[src/rtl/core/lsmt_pkg.sv]
// shared types, mode codes and timing defaults for the lcd scanline mode timer
package lsmt_pkg;

  // default line timing
  localparam int LINE_CYCLES_DEF   = 456;
  localparam int SCAN_CYCLES_DEF   = 80;
  localparam int XFER_CYCLES_DEF   = 172;
  localparam int VISIBLE_LINES_DEF = 144;
  localparam int LAST_LINE_DEF     = 153;

  // mode codes as seen in the status register
  localparam logic [1:0] MODE_HBLANK = 2'd0;
  localparam logic [1:0] MODE_VBLANK = 2'd1;
  localparam logic [1:0] MODE_SCAN   = 2'd2;
  localparam logic [1:0] MODE_XFER   = 2'd3;

  // one tick request
  typedef struct packed {
    logic [5:0] tick_cycles;
    logic       lcd_enable;
    logic       hblank_irq_en;
    logic       vblank_irq_en;
    logic       oam_irq_en;
    logic       match_irq_en;
    logic [7:0] compare_line;
  } lsmt_in_t;

  // one result
  typedef struct packed {
    logic [7:0] line_now;
    logic [1:0] mode_now;
    logic       line_match;
    logic       status_irq;
    logic       vblank_irq;
    logic       line_start;
    logic       frame_wrap;
  } lsmt_out_t;

endpackage

[src/rtl/core/lsmt_core.sv]
// line countdown, line and mode state with the per-tick update logic
module lsmt_core
  import lsmt_pkg::*;
#(
  parameter int LINE_CYCLES   = LINE_CYCLES_DEF,
  parameter int SCAN_CYCLES   = SCAN_CYCLES_DEF,
  parameter int XFER_CYCLES   = XFER_CYCLES_DEF,
  parameter int VISIBLE_LINES = VISIBLE_LINES_DEF,
  parameter int LAST_LINE     = LAST_LINE_DEF
) (
  input  logic      clk,
  input  logic      rst_n,
  input  logic      step_en,
  input  lsmt_in_t  req,
  output lsmt_out_t res
);

  localparam int CNT_W      = $clog2(LINE_CYCLES + 1);
  localparam int SCAN_BOUND = LINE_CYCLES - SCAN_CYCLES;
  localparam int XFER_BOUND = SCAN_BOUND - XFER_CYCLES;
  // countdown never drops below one, so a bound at or under zero always holds
  localparam logic [CNT_W-1:0] SCAN_CMP = CNT_W'((SCAN_BOUND > 0) ? SCAN_BOUND : 0);
  localparam logic [CNT_W-1:0] XFER_CMP = CNT_W'((XFER_BOUND > 0) ? XFER_BOUND : 0);
  localparam logic [CNT_W-1:0] CNT_RST  = CNT_W'(LINE_CYCLES);
  localparam logic [8:0]       VIS_L    = 9'(VISIBLE_LINES);
  localparam logic [8:0]       LAST_L   = 9'(LAST_LINE);

  logic [CNT_W-1:0] cnt_r, cnt_nxt;
  logic [7:0]       line_r, line_nxt;
  logic [1:0]       pmode_r, pmode_nxt;
  logic             match_r, match_nxt;

  logic [1:0]       mode;
  logic             mode_req;
  logic             sirq;
  logic signed [CNT_W:0] diff;
  logic             expired;
  logic [8:0]       next_line;

  // mode decode from line and countdown
  always_comb begin
    mode     = MODE_HBLANK;
    mode_req = 1'b0;
    if (line_r >= 8'(VISIBLE_LINES)) begin
      mode     = MODE_VBLANK;
      mode_req = req.vblank_irq_en;
    end else if (cnt_r >= SCAN_CMP) begin
      mode     = MODE_SCAN;
      mode_req = req.oam_irq_en;
    end else if (cnt_r >= XFER_CMP) begin
      mode     = MODE_XFER;
    end else begin
      mode_req = req.hblank_irq_en;
    end
  end

  // countdown and line advance
  assign diff      = $signed({1'b0, cnt_r}) - $signed({{(CNT_W - 5){1'b0}}, req.tick_cycles});
  assign expired   = diff[CNT_W] || (diff == '0);
  assign next_line = {1'b0, line_r} + 9'd1;

  always_comb begin
    cnt_nxt   = cnt_r;
    line_nxt  = line_r;
    pmode_nxt = pmode_r;
    match_nxt = match_r;
    sirq      = 1'b0;
    res       = '0;
    if (!req.lcd_enable) begin
      cnt_nxt        = CNT_RST;
      line_nxt       = '0;
      pmode_nxt      = MODE_HBLANK;
      res.line_match = match_r;
    end else begin
      match_nxt = (line_r == req.compare_line);
      sirq      = (mode_req && (mode != pmode_r)) || (match_nxt && req.match_irq_en);
      pmode_nxt = mode;
      cnt_nxt   = diff[CNT_W-1:0];
      if (expired) begin
        cnt_nxt  = CNT_RST;
        line_nxt = next_line[7:0];
        priority if (next_line == VIS_L) begin
          res.vblank_irq = 1'b1;
        end else if (next_line > LAST_L) begin
          line_nxt       = '0;
          res.frame_wrap = 1'b1;
        end else if (next_line < VIS_L) begin
          res.line_start = 1'b1;
        end
      end
      res.line_now   = line_nxt;
      res.mode_now   = mode;
      res.line_match = match_nxt;
      res.status_irq = sirq;
    end
  end

  // state registers
  always_ff @(posedge clk) begin
    if (!rst_n) begin
      cnt_r   <= CNT_RST;
      line_r  <= '0;
      pmode_r <= MODE_HBLANK;
      match_r <= 1'b0;
    end else if (step_en) begin
      cnt_r   <= cnt_nxt;
      line_r  <= line_nxt;
      pmode_r <= pmode_nxt;
      match_r <= match_nxt;
    end
  end

endmodule

[src/rtl/core/lcd_scanline_mode_timer_top.sv]
// Top level of the lcd scanline mode timer: input register, update logic, result register.
// Path: a request is held in the input register, and as it leaves, the update logic writes
// its result into the result register.
// Throughput: one request per cycle while out_stall is low; the line state is updated as a
// request leaves the input register, so the following request sees it there.
// Reset (synchronous, rst_n low): both valids cleared, countdown to a full line, line,
// previous mode and match flag to zero.
module lcd_scanline_mode_timer_top
  import lsmt_pkg::*;
#(
  parameter int LINE_CYCLES   = LINE_CYCLES_DEF,
  parameter int SCAN_CYCLES   = SCAN_CYCLES_DEF,
  parameter int XFER_CYCLES   = XFER_CYCLES_DEF,
  parameter int VISIBLE_LINES = VISIBLE_LINES_DEF,
  parameter int LAST_LINE     = LAST_LINE_DEF
) (
  input  logic      clk,
  input  logic      rst_n,
  input  logic      in_valid,
  output logic      in_stall,
  input  lsmt_in_t  in_data,
  output logic      out_valid,
  input  logic      out_stall,
  output lsmt_out_t out_data
);

  logic      in_valid_r;
  lsmt_in_t  in_data_r;
  logic      out_valid_r;
  lsmt_out_t out_data_r;
  lsmt_out_t res;
  logic      out_adv;
  logic      step_en;
  logic      in_load;

  // pipeline handshake
  assign out_adv  = !out_valid_r || !out_stall;
  assign step_en  = in_valid_r && out_adv;
  assign in_stall = in_valid_r && !out_adv;
  assign in_load  = in_valid && !in_stall;

  lsmt_core #(
    .LINE_CYCLES   (LINE_CYCLES),
    .SCAN_CYCLES   (SCAN_CYCLES),
    .XFER_CYCLES   (XFER_CYCLES),
    .VISIBLE_LINES (VISIBLE_LINES),
    .LAST_LINE     (LAST_LINE)
  ) u_core (
    .clk     (clk),
    .rst_n   (rst_n),
    .step_en (step_en),
    .req     (in_data_r),
    .res     (res)
  );

  // input register
  always_ff @(posedge clk) begin
    if (!rst_n) begin
      in_valid_r <= 1'b0;
    end else if (!in_valid_r || out_adv) begin
      in_valid_r <= in_valid;
    end
  end

  always_ff @(posedge clk) begin
    if (in_load) begin
      in_data_r <= in_data;
    end
  end

  // result register
  always_ff @(posedge clk) begin
    if (!rst_n) begin
      out_valid_r <= 1'b0;
    end else if (out_adv) begin
      out_valid_r <= in_valid_r;
    end
  end

  always_ff @(posedge clk) begin
    if (step_en) begin
      out_data_r <= res;
    end
  end

  assign out_valid = out_valid_r;
  assign out_data  = out_data_r;

endmodule

[config.mk]
export PLATFORM = sky130hd
export DESIGN_NAME = lcd_scanline_mode_timer_top
export DESIGN_NICKNAME = d
export VERILOG_FILES = /design/src/rtl/core/lsmt_pkg.sv /design/src/rtl/core/lsmt_core.sv /design/src/rtl/core/lcd_scanline_mode_timer_top.sv
export SDC_FILE = /design/constraint.sdc
export NUM_CORES = 1
export LEC_CHECK = 0
export ABC_AREA = 1
export BUFFER_PORTS_ARGS = -buffer_cell sky130_fd_sc_hd__buf_4
export CAP_MARGIN = 0
export CORE_UTILIZATION = 45
export CTS_BUF_LIST = sky130_fd_sc_hd__clkbuf_8
export DETAILED_ROUTE_END_ITERATION = 8
export PLACE_DENSITY = 0.65
export SLEW_MARGIN = 20
export SYNTH_ARGS = -nofsm -noshare
export SYNTH_HDL_FRONTEND = slang
export SYNTH_SLANG_ARGS = --single-unit
[constraint.sdc]
create_clock -name clk -period 3.4 [get_ports clk]
set_clock_uncertainty 0.15 [all_clocks]
set_input_delay 0.34 -clock clk [delete_from_list [all_inputs] [get_ports clk]]
set_output_delay 0.34 -clock clk [all_outputs]
set_load 0.01 [all_outputs]
# Word-level counts from Yosys, hierarchy flattened
# Index checks and enable logic that the tools add are counted.
# classes
add_sub_neg	2
n_lt_le_gt_ge	5
n_eq_ne	3
n_mux	17
n_bitwise	2
n_reduce_logical	18
# ops
op	count
$mux 8	4
$mux 9	2
$logic_not 10->1	1
$sub 9x6->10	1
$add 8x1->9 const B	1
$eq 9x8->1 const B	1
$ge 9x8->1 const B	1
$ge 9x9->1 const B	1
$gt 9x8->1 const B	1
$lt 9x8->1 const B	1
$eq 8x8->1	1
$ge 8x8->1 const B	1
$mux 2	4
$mux 1	7
$logic_and 1x1->1	5
$logic_not 1->1	5
$logic_or 1x1->1	4
$reduce_or 4->1	1
$reduce_or 3->1	1
$ne 2x2->1	1
$not 1->1	2
$reduce_and 2->1	1
# word_totals
reg_bits	56

# Depth between registers and ports, before layout
# Gate-level depths: netlist (run 1).
# logic_depth
word_depth	7
depth_mapped	17
depth_no_buf	16

# Modules after synthesis
# Synthesis (run 1) repeated with hierarchy kept, for this count alone.
# hier_totals
cells_unflattened	364
area_unflattened_um2	3090.5
# by_module_without_submodules
mod	n_inst	cells_each	area_per_inst_um2	seq_area_each_um2
lsmt_core	1	317	1974.4	400.4
lcd_scanline_mode_timer_top	1	47	1116.1	1061.0

# Least setup slack after synthesis (run 1)
# Ideal clock, no wire load.
# synth_timing
path_type	register to register
from	register in_data_r[13] (netlist bit)
to	register out_data_r, in the netlist out_data[2] (data pin)
setup_time_ns	0.170
arrival_time_ns	2.220
t_required_ns	3.080
setup_slack_ns	0.861
stages_incl_launch_ff	13
n_path_buf	1
path_cell_list	edfxtp_1 -> ha_1 -> inv_1 -> fa_1 -> or2_2 -> nor2_1 -> nand3_2 -> nor2_2 -> nand4_4 -> nand2_4 -> buf_8 -> nand2_2 -> nor4_2
# synth_via
elab_chain_len	4
# synth_lines
element	line	text
from (decl)	lcd_scanline_mode_timer_top.sv:28	lsmt_in_t in_data_r;
from (signal assigned)	lcd_scanline_mode_timer_top.sv:67	in_data_r <= in_data;
$sub 9x6->10 *	lsmt_core.sv:58	assign diff = $signed({1'b0, cnt_r}) - $signed({{(CNT_W - 5){1'b0}}, req.tick_cycles});
$logic_not 10->1	lsmt_core.sv:59	assign expired = diff[CNT_W] || (diff == '0);
$logic_or 1x1->1 *	lsmt_core.sv:59	
$reduce_and 2->1 (no source line) *	--	
to (signal assigned)	lcd_scanline_mode_timer_top.sv:82	out_data_r <= res;
to (decl)	lcd_scanline_mode_timer_top.sv:30	lsmt_out_t out_data_r;
# Every way passes the cells marked *; elsewhere a longest branch is shown, timed or not.
# A chain may end at the register's enable or synchronous reset.

# Worst setup path after layout (run 1)
# layout_timing
from	register in_data_r[13] (netlist bit)
to	register u_core.cnt_r[4]
# layout_via
elab_chain_len	5
# layout_lines
element	line	text
$sub 9x6->10 *	lsmt_core.sv:58	
$logic_not 10->1	lsmt_core.sv:59	
$logic_or 1x1->1	lsmt_core.sv:59	
$mux 9 *	lsmt_core.sv:79	if (expired) begin
$mux 9 *	lsmt_core.sv:69	if (!req.lcd_enable) begin
to (signal assigned)	lsmt_core.sv:106	cnt_r <= cnt_nxt;
to (decl)	lsmt_core.sv:28	logic [CNT_W-1:0] cnt_r, cnt_nxt;
# Marks and branches as above.

==> reports/metrics.cfg, run 1 <==
[status]
status=complete, but fails checks
violations=design-rule violations

[logic_synthesis]
yosysTopAreaCell=edfxtp_1
netlist_area_sq_um=3075
yosysTopAreaCellShare_pct=33.20
netlist_top_cells_area=edfxtp_1 (33%), dfxtp_1 (14%), nand2_1 (11%)
ys_warn_count=0
synth.ff_latch_count=56
synth_edf_count=34
avgSynthCellArea_sq_um=8.312
ys_types=35
synth_nets=402
synthFlopType=edfxtp_1
synth_seq_area_share_pct=47.52
synth_cells=370
synthArstFlopShare_pct=0

[grt]
use_met2_pct=25.65
grtUsageMet3_pct=3.736
grt_max_degree=34
grt.overflow.total=0
grt-busiest-layer=met1
met1_usage_pct=28.33
grt_pass1_wl_um=10450
grt_usage_pct=18.38
antenna_found_initial=0
grt_pass1_vias=2190

[placed_design]
placed_area_sq_um=3442
place_congestion=0.8524
portBuffers=39
dp_hpwl_um=4623
dp_cells=481

[timing]
finalSetupViolCount=0
fin_crit_sh_pct=80.45
drv_slew=0
rsz0062_at_grt=false
hold_viol_final=0
post-route-min-period_ns=2.735
clock.fmax_mhz=365.6
maxSlewHeadroom_pct=55.28
fin_tns_setup_ns=0
max_slew.worst_pin.slew_ns=0.6701

[layout]
nets=443
area_growth_pct=14.93
drive_above_1_share_pct=17.96
layout.cells.non_filler=489
stdcell_area_sq_um=3535
final_cell_mix=nand2_1 (90), inv_1 (53), buf_4 (42), edfxtp_1 (34), nand3_1 (33)
diodes=0
final_common_cell=nand2_1

[clock_tree]
cts_hold_buf=0
cts.clk_slew.worst_paths_ns=0.10
numCtsBuffers=5
cts_root_buf=clkbuf_8
postCtsSetupBuffers=0
clock_sinks=56
cts_max_level=2
clockBufferDepth=2
cts_tree=done
clk_latency_ns=0.31
cts_resized=0

[worst_setup_path]
worst_path_largest_cell_delay_ns=0.43
critPathKind=register to register
critPathMaxFanout=14
required_ns=3.44
worstPathCellList=ha_1 -> inv_1 -> fa_1 -> or2_2 -> nor2_1 -> nand3_2 -> nor2_2 -> nand4_4 -> nand2_4 -> inv_1 -> nand3b_1 -> a21oi_1
path_delay_family=simple AND/OR/NAND/NOR gates
reg2reg_slack_ns=0.66
cp_slowest_cell=fa_1
cp.buffers_inverters=2
cpMostUsedCell=inv_1
worst_ep_arrival_time_ns=2.77
cp-start-kind=register
end_kind=register

[job]
drv_cap=0

[floorplan]
die_x_um=84.67
ios=40
core_sq_um=6459
die_area_sq_um=7169
initial_core_util_pct=47.62
fp.dieH_um=84.67
num_rows=29

[routing]
drt_iter0_drc=274
wl_per_cell_um=12.44
drt_pass1_iterations=7
viasPerCell=5.078
antenna_left=0
drc=3
wirelength_um=6081
vias=2483

[min_path]
hold_class=primary input to register

[power]
power_frac_clock_pct=27.1
p_int_w=0.001013
p_seq_share_pct=56.7
power_w=0.001392
pwr-share-comb_pct=16.2
power_density_nw_per_um2=393.9
leakagePower_nw=1.642
power.switching_w=0.0003793
ir_worst_vdd_mv=0.1859
switching_share_pct=27.24

## area by class of cell
cell class,count,area [sq um]
fillers,624,2924
flip-flops and latches,56,1461
multi-input cells,248,1351
repair buffers,42,315.3
inverters,58,217.7
well taps,77,96.34
clock buffers,6,82.58
clock inverters,2,10.01
## Yosys cell counts (2+ instances only)
| library cell | n |
|---|---|
| nand3_2 | 6 |
| nor4_1 | 2 |
| xor2_1 | 9 |
| nand3b_1 | 2 |
| dfxtp_1 | 22 |
| edfxtp_1 | 34 |
| inv_1 | 53 |
| nand2_2 | 5 |
| inv_2 | 3 |
| or2_2 | 2 |
| a21oi_1 | 28 |
| nand2_1 | 90 |
| and2_1 | 3 |
| ha_1 | 8 |
| clkinv_1 | 2 |
| nand3_1 | 33 |
| nand4_1 | 16 |
| nor2_2 | 3 |
| clkbuf_1 | 4 |
| buf_2 | 3 |
| o21ai_0 | 10 |
| o211ai_1 | 4 |
| nor2_1 | 16 |
## power groups by stage
stage	Sequential, W	Combinational (W)	Clock (W)
2_1_floorplan	0.000799	0.000155	0
3_3_place_gp	0.000804	0.000222	0
3_5_place_dp	0.000805	0.000225	0
4_1_cts	0.000790	0.000225	0.000387
5_1_grt	0.000795	0.000258	0.000412
6_report	0.000790	0.000226	0.000377
## sequential cells by signal, indices dropped and copies added (netlist names)
| name | count |
|---|---|
| in_data_r | 19 |
| out_data | 15 |
| u_core.cnt_r | 9 |
| u_core.line_r | 8 |
| u_core.pmode_r | 2 |
| in_valid_r | 1 |
| out_valid | 1 |
| u_core.match_r | 1 |
## per-layer routing
layer  wire (um)  vias to the layer above
met5           0                        -
met4          72                        0
met3         298                        8
met2        2489                       69
met1        3220                     1087
li1            -                     1319
## kinds of logic (layout without fill, tap and decap cells)
kind of cell             after synthesis  count (layout)  share of synthesized area [%]
AND/OR/NAND/NOR                      184             184                          29.29
AO/OA/AOI/OAI                         46              46                          8.178
buffers and inverters                 66             108                          8.543
flip-flops                            56              56                          47.52
adder cells (fa/ha/maj)                9               9                          3.906
XOR/XNOR                               9               9                          2.563
## through the flow
step / setup slack (ns) / util [%] / hold slack [ns]
global route: 0.4228 / 54.73 / 0.02960
floorplan: 0.8606 / - / 0.2886
finish: 0.6648 / 54.73 / 0.04627
detailed placement: 0.6943 / 53.29 / 0.3171
global placement: 0.7096 / 53.29 / 0.3047
CTS: 0.6679 / 54.73 / 0.04398
## final timing paths
kind | endpoint | start | cells past startpoint
min reg2reg | u_core.cnt_r[0] | u_core.cnt_r[0] | 2
min | in_data_r[6] | in_data[6] | 1
max reg2reg | u_core.cnt_r[4] | in_data_r[13] | 12
max | u_core.cnt_r[4] | in_data_r[13] | 12
No activity file was read; power rests on OpenSTA's default activity.
==> inputs of run 2 (changes only) <==
Settings changed: ABC_AREA 1 to 0, PLACE_DENSITY 0.65 to 0.67.
Clock period 3.4 ns to 2.35 ns, I/O delays scaled along.
==> run 2 against run 1 <==
  * The run ends with design-rule violations, negative setup slack left
  * Sequential share of layout area decreased by 7.2 points
  * Global-route usage increased by 3.5 points
  * First-iteration DRC count decreased by 3.6%
  * Clock-buffer cell count decreased by 1
  * Via count increased by 15%
  * Combinational power increased by 36%
  * Flip-flop and latch count unchanged
  * Critical path type unchanged
  * Highest routed layer unchanged
==> reports/metrics.cfg, run 2 <==
[status]
status=complete, but fails checks
violations=design-rule violations, negative setup slack

[job]
drv_cap=0

[logic_synthesis]
yosys.area_share.simple_pct=20.07
synth_compound_area_share_pct=18.59
ys_warn_count=0
yosysTopAreaCellShare_pct=33.35
synth_nets=354
synth_top_family_by_area=simple AND/OR/NAND/NOR gates
synth-adder-area-share_pct=3.923
netlist_area_sq_um=3062
synth_seq_area_share_pct=47.73
synthFlopType=edfxtp_1
synth_cells=322
synthXorXnorAreaFrac_pct=4.005
yosysTopAreaCell=edfxtp_1
netlist_top_cells_area=edfxtp_1 (33%), dfxtp_1 (14%), nand2_1 (4.5%)
ys_types=55
synth_mux_area_share_pct=0.6947
synth.ff_latch_count=56
synthArstFlopShare_pct=0
avgSynthCellArea_sq_um=9.508
yosysMostFrequentCell=nand2_1
synth_edf_count=34
synth_top_cells_by_count=nand2_1 (37), edfxtp_1 (34), nor2_1 (24), dfxtp_1 (22), nand3_1 (19)

[worst_setup_path]
required_ns=2.34
critPathMaxFanout=5
cp.buffers_inverters=2
critPathKind=register to register
worst_path_largest_cell_delay_ns=0.55
worstPathCellList=ha_4 -> inv_2 -> fa_2 -> or4b_4 -> nor4b_4 -> buf_6 -> a21o_4 -> a31oi_1 -> a311oi_1
path_delay_family=simple AND/OR/NAND/NOR gates
worst_ep_arrival_time_ns=2.86
cp_slowest_cell=or4b_4
cp-start-kind=register
end_kind=register

[grt]
grt_pass1_wl_um=12410
grt.overflow.total=0
grt_pass1_vias=2707
grt_usage_pct=21.83
antenna_found_initial=0
grt_max_degree=28

[timing]
fin_crit_sh_pct=122.2
hold_viol_final=0
post-route-min-period_ns=2.871
maxSlewHeadroom_pct=70.71
max_slew.worst_pin.slew_ns=0.4374
rsz0062_at_grt=true
whs_ns=0.03026
finalSetupViolCount=28
drv_slew=0
clock.fmax_mhz=348.3
fin_ws_ns=-0.5210

[layout]
diodes=0
final_util_pct=66.31
top_register=in_data_r
final_common_cell=buf_4
drive_above_1_share_pct=31.41
area_growth_pct=39.89
largest_register_ffs=19
final_cell_mix=buf_4 (98), nand2_1 (37), edfxtp_1 (34), nor2_1 (22), dfxtp_1 (21)
nets=464
layout.cells.non_filler=510

[power]
leakagePower_nw=1.687
power_w=0.002062
ir_worst_vdd_mv=0.4025
power_density_nw_per_um2=481.4

[routing]
antenna_left=0
wl_per_cell_um=15.09
wirelength_um=7697
viasPerCell=5.586
drt_iter0_drc=264
drc=4
vias=2849
drt_pass1_iterations=7

[clock_tree]
clk_latency_ns=0.32
clockBufferDepth=2
clock_sinks=56
cts_max_level=2
cts_root_buf=clkbuf_8
numCtsBuffers=5
cts.clk_slew.worst_paths_ns=0.11
cts_tree=done

[floorplan]
core_sq_um=6459
initial_core_util_pct=47.40
ios=40
fp.dieH_um=84.49
die_area_sq_um=7138
num_rows=29
die_x_um=84.49

[placed_design]
place_worst_setup_slack_ns=-0.5824
portBuffers=39
dp_hpwl_um=5370
dp_cells=479
place_congestion=0.9066

[min_path]
hold_class=primary input to register

==> run 2: path summary, 6_finish.rpt <==
check | slack (ns) | start | end | depth (start not counted)
setup / recovery | -0.52 | in_data_r[13] | out_data[9] | 9
hold / removal | 0.03 | out_stall | out_valid | 3
setup reg to reg | -0.52 | in_data_r[13] | out_data[9] | 9
hold reg to reg | 0.32 | u_core.match_r | u_core.match_r | 2
==> run 2: cell type report <==
class                      instances  area (sq um)
clock inverter                     3         46.29
fill                             533          2176
inverter                          17         63.81
tap                               77         96.34
clock buffer                       5         68.82
timing repair buffer             122         980.9
sequential                        56          1463
multi-input combinational        230          1564
==> run 2: timing repair <==
action	in CTS	in global routing
cloned	1	1
resized for setup	8	17
endpoints found under the hold margin	20	0
endpoints found under the setup margin	28	28
hold buffers	20	0
pin swaps	3	15
setup buffers	1	0
==> run 2: stage by stage <==
stage                     instance area [sq um]  setup TNS (ns)
final                                      4283          -13.37
after floorplan                            3094          -6.603
after CTS                                  4209          -14.22
after global placement                     3850          -10.86
after global routing                       4283          -17.07
after detailed placement                   3850          -13.15
==> run 2: kinds of logic after synthesis <==
group	count (synthesis)
simple gates	121
compound gates	83
flops	56
fa+ha+maj	9
mux	2
buf+inv	37
xor+xnor	14
==> run 2: routing by layer <==
metal,vias to the layer above,global-route usage [%],routed length [um]
li1,1390,-,-
met1,1331,29.21,3456
met2,110,36.66,3632
met3,18,3.540,476
met4,0,6.317,131
met5,-,0,0
==> run 2: power by group <==
| part | leakage (nW) | internal (W) | switching (W) |
|---|---|---|---|
| Sequential | 0.503 | 0.00108 | 0.0000158 |
| Combinational | 1.13 | 0.000157 | 0.000149 |
| Clock | 0.0548 | 0.000322 | 0.000337 |
| Total | 1.69 | 0.00156 | 0.000501 |
==> run 2: worst register-to-register path, cell delays in order (launching register included) <==
cell and delay, ns:
edfxtp_1 0.43, ha_4 0.18, inv_2 0.06, fa_2 0.45, or4b_4 0.55, nor4b_4 0.24, buf_6 0.17, a21o_4 0.17
a31oi_1 0.09, a311oi_1 0.21
